$ cat config.mk
export PLATFORM = sky130hd
export DESIGN_NAME = spn16_block_cipher_core
export DESIGN_NICKNAME = d
export VERILOG_FILES = /design/src/hdl/spn16_pkg.sv /design/src/hdl/spn16_datapath.sv /design/src/hdl/spn16_block_cipher_core.sv
export SDC_FILE = /design/constraint.sdc
export NUM_CORES = 1
export LEC_CHECK = 0
export ABC_AREA = 1
export BUFFER_PORTS_ARGS = -buffer_cell sky130_fd_sc_hd__buf_2
export CAP_MARGIN = 40
export CORE_MARGIN = 1
export CORE_UTILIZATION = 41
export DETAILED_ROUTE_END_ITERATION = 10
export PLACE_DENSITY = 0.68
export SYNTH_ARGS = -nofsm -noshare
export SYNTH_HDL_FRONTEND = slang
export SYNTH_SLANG_ARGS = --single-unit
$ cat constraint.sdc
create_clock -name i_clk -period 4.77 [get_ports i_clk]
set_clock_uncertainty 0.15 [all_clocks]
set_input_delay 0.477 -clock i_clk [delete_from_list [all_inputs] [get_ports i_clk]]
set_output_delay 0.477 -clock i_clk [all_outputs]
set_load 0.01 [all_outputs]
$ cat src/hdl/spn16_pkg.sv
package spn16_pkg;

    typedef logic [15:0] t_block;

    localparam int FULL_ROUNDS = 3;

    localparam logic [3:0] SBOX [16] = '{
        4'hE, 4'h4, 4'hD, 4'h1, 4'h2, 4'hF, 4'hB, 4'h8,
        4'h3, 4'hA, 4'h6, 4'hC, 4'h5, 4'h9, 4'h0, 4'h7
    };

    localparam logic [3:0] SBOX_BACK [16] = '{
        4'hE, 4'h3, 4'h4, 4'h8, 4'h1, 4'hC, 4'hA, 4'hF,
        4'h7, 4'hD, 4'h9, 4'h6, 4'hB, 4'h2, 4'h0, 4'h5
    };

    // Bit i of the input moves to bit PERM[i] of the output.
    localparam logic [3:0] PERM [16] = '{
        4'd0, 4'd8, 4'd1, 4'd9, 4'd2, 4'd10, 4'd3, 4'd11,
        4'd4, 4'd12, 4'd5, 4'd13, 4'd6, 4'd14, 4'd7, 4'd15
    };

    function automatic t_block sub_fwd(input t_block v);
        t_block r;
        r = '0;
        for (int j = 0; j < 4; j++) begin
            r[4*j +: 4] = SBOX[v[4*j +: 4]];
        end
        return r;
    endfunction

    function automatic t_block sub_inv(input t_block v);
        t_block r;
        r = '0;
        for (int j = 0; j < 4; j++) begin
            r[4*j +: 4] = SBOX_BACK[v[4*j +: 4]];
        end
        return r;
    endfunction

    function automatic t_block perm_fwd(input t_block v);
        t_block r;
        r = '0;
        for (int i = 0; i < 16; i++) begin
            r[PERM[i]] = v[i];
        end
        return r;
    endfunction

    // The inverse permutation takes each output bit i from input bit PERM[i].
    function automatic t_block perm_back(input t_block v);
        t_block r;
        r = '0;
        for (int i = 0; i < 16; i++) begin
            r[i] = v[PERM[i]];
        end
        return r;
    endfunction

endpackage

$ cat src/hdl/spn16_datapath.sv
module spn16_datapath
    import spn16_pkg::*;
(
    input  logic   i_func,
    input  t_block i_block,
    input  t_block i_key,
    output t_block o_block
);

    t_block enc;
    t_block dec;

    always_comb begin
        enc = i_block;
        for (int r = 0; r < FULL_ROUNDS; r++) begin
            enc = perm_fwd(sub_fwd(enc ^ i_key));
        end
        enc = sub_fwd(enc ^ i_key);
    end

    always_comb begin
        dec = sub_inv(i_block) ^ i_key;
        for (int r = 0; r < FULL_ROUNDS; r++) begin
            dec = sub_inv(perm_back(dec)) ^ i_key;
        end
    end

    assign o_block = i_func ? dec : enc;

endmodule

$ cat src/hdl/spn16_block_cipher_core.sv
// Four-round 16-bit substitution-permutation cipher with a single key.
// Input channel: i_in_valid / o_in_stall carry an item made of i_func
// (0 encrypt, 1 decrypt) and i_block_in. Output channel: o_out_valid /
// i_out_stall carry o_block_out. An item moves on a rising edge where
// valid is high and stall is low.
// The key is written through i_cfg_wr_en / i_cfg_wr_data and must only be
// changed while no item is in flight.
// An accepted item is held in the input register while all four rounds
// are computed in one combinational pass; the result register loads the
// result when it is empty or the receiver does not stall. Throughput is
// one item per cycle, set by that single pass, while i_out_stall is low.
// When the receiver stalls, the result register holds its item and the
// input register may still take one more item; only when both are full
// does o_in_stall rise.
// Synchronous active-low reset empties both registers and clears the key
// to zero.
module spn16_block_cipher_core
    import spn16_pkg::*;
(
    input  logic        i_clk,
    input  logic        i_rst_n,
    input  logic        i_cfg_wr_en,
    input  logic [15:0] i_cfg_wr_data,
    input  logic        i_in_valid,
    output logic        o_in_stall,
    input  logic        i_func,
    input  logic [15:0] i_block_in,
    output logic        o_out_valid,
    input  logic        i_out_stall,
    output logic [15:0] o_block_out
);

    t_block r_cipher_key;
    logic   r_in_valid;
    logic   r_func;
    t_block r_block;
    logic   r_out_valid;
    t_block r_block_out;
    t_block n_block_out;
    logic   out_advance;
    logic   in_advance;

    assign out_advance = !r_out_valid || !i_out_stall;
    assign in_advance  = !r_in_valid || out_advance;
    assign o_in_stall  = !in_advance;

    always_ff @(posedge i_clk) begin
        if (!i_rst_n) begin
            r_cipher_key <= '0;
        end else if (i_cfg_wr_en) begin
            r_cipher_key <= i_cfg_wr_data;
        end
    end

    always_ff @(posedge i_clk) begin
        if (!i_rst_n) begin
            r_in_valid <= 1'b0;
        end else if (in_advance) begin
            r_in_valid <= i_in_valid;
        end
    end

    always_ff @(posedge i_clk) begin
        if (in_advance && i_in_valid) begin
            r_func  <= i_func;
            r_block <= i_block_in;
        end
    end

    spn16_datapath u_datapath (
        .i_func  (r_func),
        .i_block (r_block),
        .i_key   (r_cipher_key),
        .o_block (n_block_out)
    );

    always_ff @(posedge i_clk) begin
        if (!i_rst_n) begin
            r_out_valid <= 1'b0;
        end else if (out_advance) begin
            r_out_valid <= r_in_valid;
        end
    end

    always_ff @(posedge i_clk) begin
        if (out_advance && r_in_valid) begin
            r_block_out <= n_block_out;
        end
    end

    assign o_out_valid = r_out_valid;
    assign o_block_out = r_block_out;

    a_in_to_reg: assert property (@(posedge i_clk) disable iff (!i_rst_n)
        (i_in_valid && !o_in_stall) |=> r_in_valid)
        else $error("Accepted item did not reach the input register.");

    a_reg_to_out: assert property (@(posedge i_clk) disable iff (!i_rst_n)
        (r_in_valid && out_advance) |=> o_out_valid)
        else $error("Input register item was not moved to the result register.");

    a_no_stall_when_empty: assert property (@(posedge i_clk) disable iff (!i_rst_n)
        !o_out_valid |-> !o_in_stall)
        else $error("Input stalled while the result register is empty.");

endmodule

# [Yosys cells after proc, flatten, opt, wreduce, memory -nomap -nowiden]
# Memory sizes are Yosys's and may differ from the RTL's.
# Cells that the tools add are included.
[op_classes] reduce_logical=8 n_mux=65 n_lt_le_gt_ge=32 n_bitwise=40
[ops] op="4-bit 2-to-1 mux" n=64
[ops] op="5-bit greater-or-equal comparator, second input constant" n=32
[ops] op="4-bit NOT with 5-bit output" n=32
[ops] op="16-bit bitwise XOR" n=8
[ops] op="16-bit 2-to-1 mux" n=1
[ops] op="1-bit logical NOT" n=4
[ops] op="1-bit logical AND" n=2
[ops] op="1-bit logical OR" n=2
[word_totals] memories=32 rom_bits=2048 wordCells=183 regBits=51 output_inout_bits=18
[mem_list] memory="(name not given)" depth=16 width=4 rd=1 rd_ports_with_merged_regs=0 write_ports=0 line_no="spn16_pkg.sv:27" rtl="r[4*j +: 4] = SBOX[v[4*j +: 4]];"
[mem_list] memory="(name not given)" depth=16 width=4 rd=1 rd_ports_with_merged_regs=0 write_ports=0 line_no="spn16_pkg.sv:27"
[mem_list] memory="(name not given)" depth=16 width=4 rd=1 rd_ports_with_merged_regs=0 write_ports=0 line_no="spn16_pkg.sv:27"
[mem_list] memory="(name not given)" depth=16 width=4 rd=1 rd_ports_with_merged_regs=0 write_ports=0 line_no="spn16_pkg.sv:27"
[mem_list] memory="(name not given)" depth=16 width=4 rd=1 rd_ports_with_merged_regs=0 write_ports=0 line_no="spn16_pkg.sv:27"
[mem_list] memory="(name not given)" depth=16 width=4 rd=1 rd_ports_with_merged_regs=0 write_ports=0 line_no="spn16_pkg.sv:27"
[mem_list] memory="26 more memories"

# [Logic depth before layout (Yosys ltp)]
[depth] ltp_word=21 ltp_mapped=35 mapped_depth_nobuf=34

# [Hierarchy]
# A second synthesis with hierarchy kept.
[unflattened] hier_cells=1881 hier_area_um2=10322.4
[modules_own_cells] mod="spn16_datapath" area_per_inst_um2=8697.1 seq_area_each_um2=0.0 n_inst=1 cells_each=1767
[modules_own_cells] mod="spn16_block_cipher_core" area_per_inst_um2=1625.3 seq_area_each_um2=1351.3 n_inst=1 cells_each=114

# [Least setup slack after synthesis]
# No wires, ideal clock.
[synth_path] path_type="register to register" from="register r_block[1]" to="register r_block_out[12], in the netlist o_block_out[12] (data pin)" path_slack_ns=0.932 n_path_buf=0 path_stages_with_launch=31 period_less_slack_ns=3.838 setup_ns=0.252 t_required_ns=4.368 arrival_time_ns=3.436 cell_sequence="edfxtp_1 inv_1 nand2_1 nand2_1 ha_1 nand2_1 nand3_1 nand3_1 nand2_2 ha_1 or2_0 nand3_1 nand2_1 nand2_1 nand2_2 ha_1 inv_1 nand3_1 nand2_1 inv_1 nand2_1 nand3_1 nand2_1 inv_1 ha_1 inv_1 nor2_1 nor2_1 a21oi_1 nand2_1 nand2_1"
[synth_via] elab_chain_len=21 word_cells_on_any_way=57
[synth_rtl] item="from (decl)" line_no="spn16_block_cipher_core.sv:36" rtl="t_block r_block;"
[synth_rtl] item="from (signal assigned)" line_no="spn16_block_cipher_core.sv:66" rtl="r_block <= i_block_in;"
[synth_rtl] item="16-bit bitwise XOR / 4-bit NOT with 5-bit output (equally long branches)" line_no="spn16_datapath.sv:16, spn16_pkg.sv:36"
[synth_rtl] item="4-bit NOT with 5-bit output (implied by the code) / memory 16 x 4 bit (equally long branches)"
[synth_rtl] item="memory 16 x 4 bit / 4-bit 2-to-1 mux (equally long branches)"
[synth_rtl] item="4-bit 2-to-1 mux, on equally long branches" line_no="spn16_pkg.sv:27, spn16_pkg.sv:36"
[synth_rtl] item="4-bit 2-to-1 mux (implied by the code) / 16-bit bitwise XOR (equally long branches)" line_no="spn16_pkg.sv:27, spn16_datapath.sv:22"
[synth_rtl] item="16-bit bitwise XOR / 4-bit NOT with 5-bit output (equally long branches)" line_no="spn16_datapath.sv:16, spn16_pkg.sv:36"
[synth_rtl] item="4-bit NOT with 5-bit output (implied by the code) / memory 16 x 4 bit (equally long branches)"
[synth_rtl] item="memory 16 x 4 bit / 4-bit 2-to-1 mux (equally long branches)"
[synth_rtl] item="[6 not listed]"
[synth_rtl] item="4-bit 2-to-1 mux (implied by the code) / 16-bit bitwise XOR (equally long branches)" line_no="spn16_pkg.sv:27, spn16_datapath.sv:24"
[synth_rtl] item="16-bit bitwise XOR / 4-bit NOT with 5-bit output (equally long branches)" line_no="spn16_datapath.sv:18, spn16_pkg.sv:36"
[synth_rtl] item="4-bit NOT with 5-bit output (implied by the code) / memory 16 x 4 bit (equally long branches)"
[synth_rtl] item="memory 16 x 4 bit / 4-bit 2-to-1 mux (equally long branches)"
[synth_rtl] item="4-bit 2-to-1 mux, on equally long branches" line_no="spn16_pkg.sv:27, spn16_pkg.sv:36"
[synth_rtl] item="4-bit 2-to-1 mux (implied by the code) / 16-bit bitwise XOR (equally long branches)" line_no="spn16_pkg.sv:27, spn16_datapath.sv:24"
[synth_rtl] item="16-bit 2-to-1 mux (*)" line_no="spn16_datapath.sv:28" rtl="assign o_block = i_func ? dec : enc;"
[synth_rtl] item="via n_block_out[12]" line_no="spn16_block_cipher_core.sv:39" rtl="t_block n_block_out;"
[synth_rtl] item="to (signal assigned)" line_no="spn16_block_cipher_core.sv:87" rtl="r_block_out <= n_block_out;"
[synth_rtl] item="to (decl)" line_no="spn16_block_cipher_core.sv:38" rtl="t_block r_block_out;"
# Mark *: on every way through the listed nets, which the timed path passes. The rest lies on a longest branch. The select of a mux whose other input is x is not followed.
# A chain may end at the register's enable or synchronous reset.

# [Worst setup path in the final report]
[layout_path] from="register r_block[5]" to="register r_block_out[3], in the netlist o_block_out[3] (data pin)"
# The elaborated chain is that of the path after synthesis.

==> summary.txt <==
Floorplan
  • Die area: 0.0246 mm²
  • Die height: 157 µm
  • I/O pin total: 56
  • Core area: 0.0235 mm²
  • Row count: 56
  • Initial Utilization: 41.8%
  • Chip Width: 157 µm

STA
  • Final worst-path cycle share: 91.5%
  • Final min period: 4.36 ns
  • RSZ-0062 raised after global routing: false
  • Max-slew violations: 0
  • Final setup vio count: 0
  • Peak Freq: 0.229 GHz
  • Relative slew slack: 48.8%
  • Final hold violations: 0
  • Slew @ Worst Pin: 0.768 ns
  • Setup TNS: 0 ns

Drt
  • Post-route DRC: 0
  • DRT antenna net count: 0
  • Via count: 11,000
  • Pre-antenna DRT Iters: 7
  • Initial drt markers: 839
  • Drt total wl: 29,100 µm
  • Wirelength per Cell: 13.5 µm
  • Vias/cell: 5.14

Synth
  • Post-synth top area share: 32.9%
  • Syn Std Cell Area: 0.00985 mm²
  • Biggest area consumer among synthesized cells: nand2_1
  • Syn avg cell area: 5.55 µm²
  • Gate Count Post-Synth: 1,775
  • Syn nets: 1,919
  • #FFs+latches synth: 51
  • Syn. warnings: 0
  • Synth cell types: 40
  • Top cells by area in the synthesized netlist: nand2_1 (33%), nand3_1 (17%), ha_1 (13%)
  • Seq/Total Area, Yosys: 13.7%

Power and ir drop
  • Worst IR Drop VDD: 0.199 mV
  • P per Cell Area: 466 mW/mm²
  • Lkg Pwr: 6.11 nW

Clocking
  • Root Buffer Master: clkbuf_16
  • Max Buffers Root-to-Sink: 2
  • Post-CTS Setup Inserts: 0
  • CTS tree: yes
  • CTS Buf Count: 5
  • Clk Latency, worst-skew pair: 0.32 ns
  • Clock transition at the registers of the reported paths: 0.09 ns
  • Post-cts gate resize count: 0
  • Clock sink count: 51
  • Hold-fix buffers at CTS: 0
  • H-tree levels: 2

Critical path
  • Most used cell along the critical path: nand2_1
  • R2r setup slk: 0.41 ns
  • CP endpoint kind: register
  • Crit start category: register
  • CP peak stage delay: 0.47 ns
  • Reg-to-Reg End: o_block_out[3]
  • Crit path required time: 4.70 ns
  • Critical path peak fanout: 8
  • R2R depth: 25
  • Slowest-stage cell, CP: edfxtp_1
  • Worst R2R Start: r_block[5]
  • WS Path Type: register to register
  • Arrival time worst endpoint: 4.29 ns

Placed design
  • Hpwl dp: 23,300 µm
  • Dpl cell area: 0.0106 mm²
  • I/O Buffers: 55
  • Placer Congestion: 0.955

Hold path
  • Min-Delay Startpoint: i_block_in[10]
  • Hold path depth: 1
  • Hold Path End: r_block[10]
  • Worst hold path class: input port to register

Status
  • Run status: finished clean

Layout
  • Final core occ: 45.7%
  • Fillers: 2,544
  • Design area: 0.0107 mm²
  • Share of cells above drive strength 1: 11.6%
  • Register Area: 0.00135 mm²
  • P&R area growth vs syn: 9.15%
  • Ant diodes: 0
  • Nets: 1,971
  • Multi-input gate area: 0.00774 mm²

Global route
  • Vias in the first global route: 9,610
  • Initial antenna violation count: 0
  • First-pass GRT wire length: 46,800 µm
  • Pin count of the biggest net entering global routing: 29
  • Overall Global Routing Usage: 23.9%
  • Total congestion overflow: 0

Job
  • MaxCap Viol Count: 0
[state kept, by name, summed over array words and instances, names as in the netlist]
name,count
r_in_valid,1
o_block_out,16
r_cipher_key,16
o_out_valid,1
r_func,1
r_block,16
[through the flow]
| step | instances | total power [mW] | worst slack, ns | hold WS [ns] |
|---|---|---|---|---|
| 2_1_floorplan | 1775 | 3.73 | 0.932 | 0.303 |
| 3_3_place_gp | 2136 | 4.47 | 0.443 | 0.341 |
| 3_5_place_dp | 2139 | 4.54 | 0.377 | 0.336 |
| 4_1_cts | 2147 | 4.98 | 0.360 | 0.174 |
| 5_1_grt | 2147 | 5.64 | 0.00116 | 0.173 |
| 6_report | 2147 | 5.01 | 0.405 | 0.181 |
[area by class of cell]
type	instances	area share [%]
Inverter	151	5.30
Timing Repair Buffer	85	5.06
Multi-Input combinational cell	1533	72.0
Clock inverter	3	0.210
Tap cell	319	3.71
Clock buffer	5	1.16
Sequential cell	51	12.6
[worst max-delay path, delay by kind of cell (launching register included)]
family | cells | cell delay (ns)
AND/OR/NAND/NOR | 14 | 1.55
adder cells (fa/ha/maj) | 4 | 0.94
AO/OA/AOI/OAI | 3 | 0.57
buffers and inverters | 4 | 0.47
flip-flops | 1 | 0.47
[kinds of logic (layout without fill, tap and decap cells)]
logic type / count (synthesis) / count (layout) / synth area share [%]
AO/OA/AOI/OAI: 105 / 105 / 6.01
XOR/XNOR: 15 / 15 / 1.98
adder cells (fa/ha/maj): 106 / 106 / 13.5
buffers and inverters: 191 / 244 / 8.00
flip-flops: 51 / 51 / 13.7
AND/OR/NAND/NOR: 1307 / 1307 / 56.8
[cell usage in the layout (no fill, tap or decap), types with 14 or more instances in the layout]
cell type | netlist | layout
nand2_1 | 862 | 861
nand3_1 | 337 | 337
inv_1 | 119 | 118
ha_1 | 106 | 106
nand2_2 | 57 | 58
buf_2 | 16 | 55
o21ai_0 | 39 | 39
a21oi_1 | 36 | 35
edfxtp_1 | 33 | 33
inv_2 | 30 | 31
buf_4 | 11 | 27
nor2_1 | 22 | 22
dfxtp_1 | 18 | 18
o211ai_1 | 14 | 14
[synthesized netlist by cell type (all sizes together)]
library cell  count
clkinv            1
o211ai           15
nor2             23
nand3b            2
ha              106
buf              29
nand3           346
nand2           922
dfxtp            18
xnor2             4
edfxtp           33
a21oi            38
nand4             2
xor2             11
and2b             1
clkbuf           11
or2              10
a31oi             1
inv             150
and2              1
o21ai            51
[worst max path at each step]
stage	startpoint	endpoint	slack, ns	depth (start not counted)
final	r_block[5]	o_block_out[3]	0.41	25
after global routing	r_block[1]	o_block_out[3]	0.001	26
after floorplan	r_block[1]	o_block_out[12]	0.93	30
after global placement	r_block[1]	o_block_out[15]	0.44	24
after detailed placement	r_block[1]	o_block_out[15]	0.38	24
after CTS	r_block[1]	o_block_out[15]	0.36	24
[report_power, final]
part | internal (mW) | switching [mW]
Sequential | 0.563 | 0.0387
Combinational | 1.33 | 2.66
Clock | 0.200 | 0.220
[layer usage]
metal  up-vias  track usage (%)  part of all wire [%]
li1       5821                -                     -
met1      4870             33.1                    48
met2       309             38.5                    44
met3        43             3.25                   6.6
met4         0             6.54                   2.0
met5         -                0                     0
No activity file was read; power rests on OpenSTA's default activity.
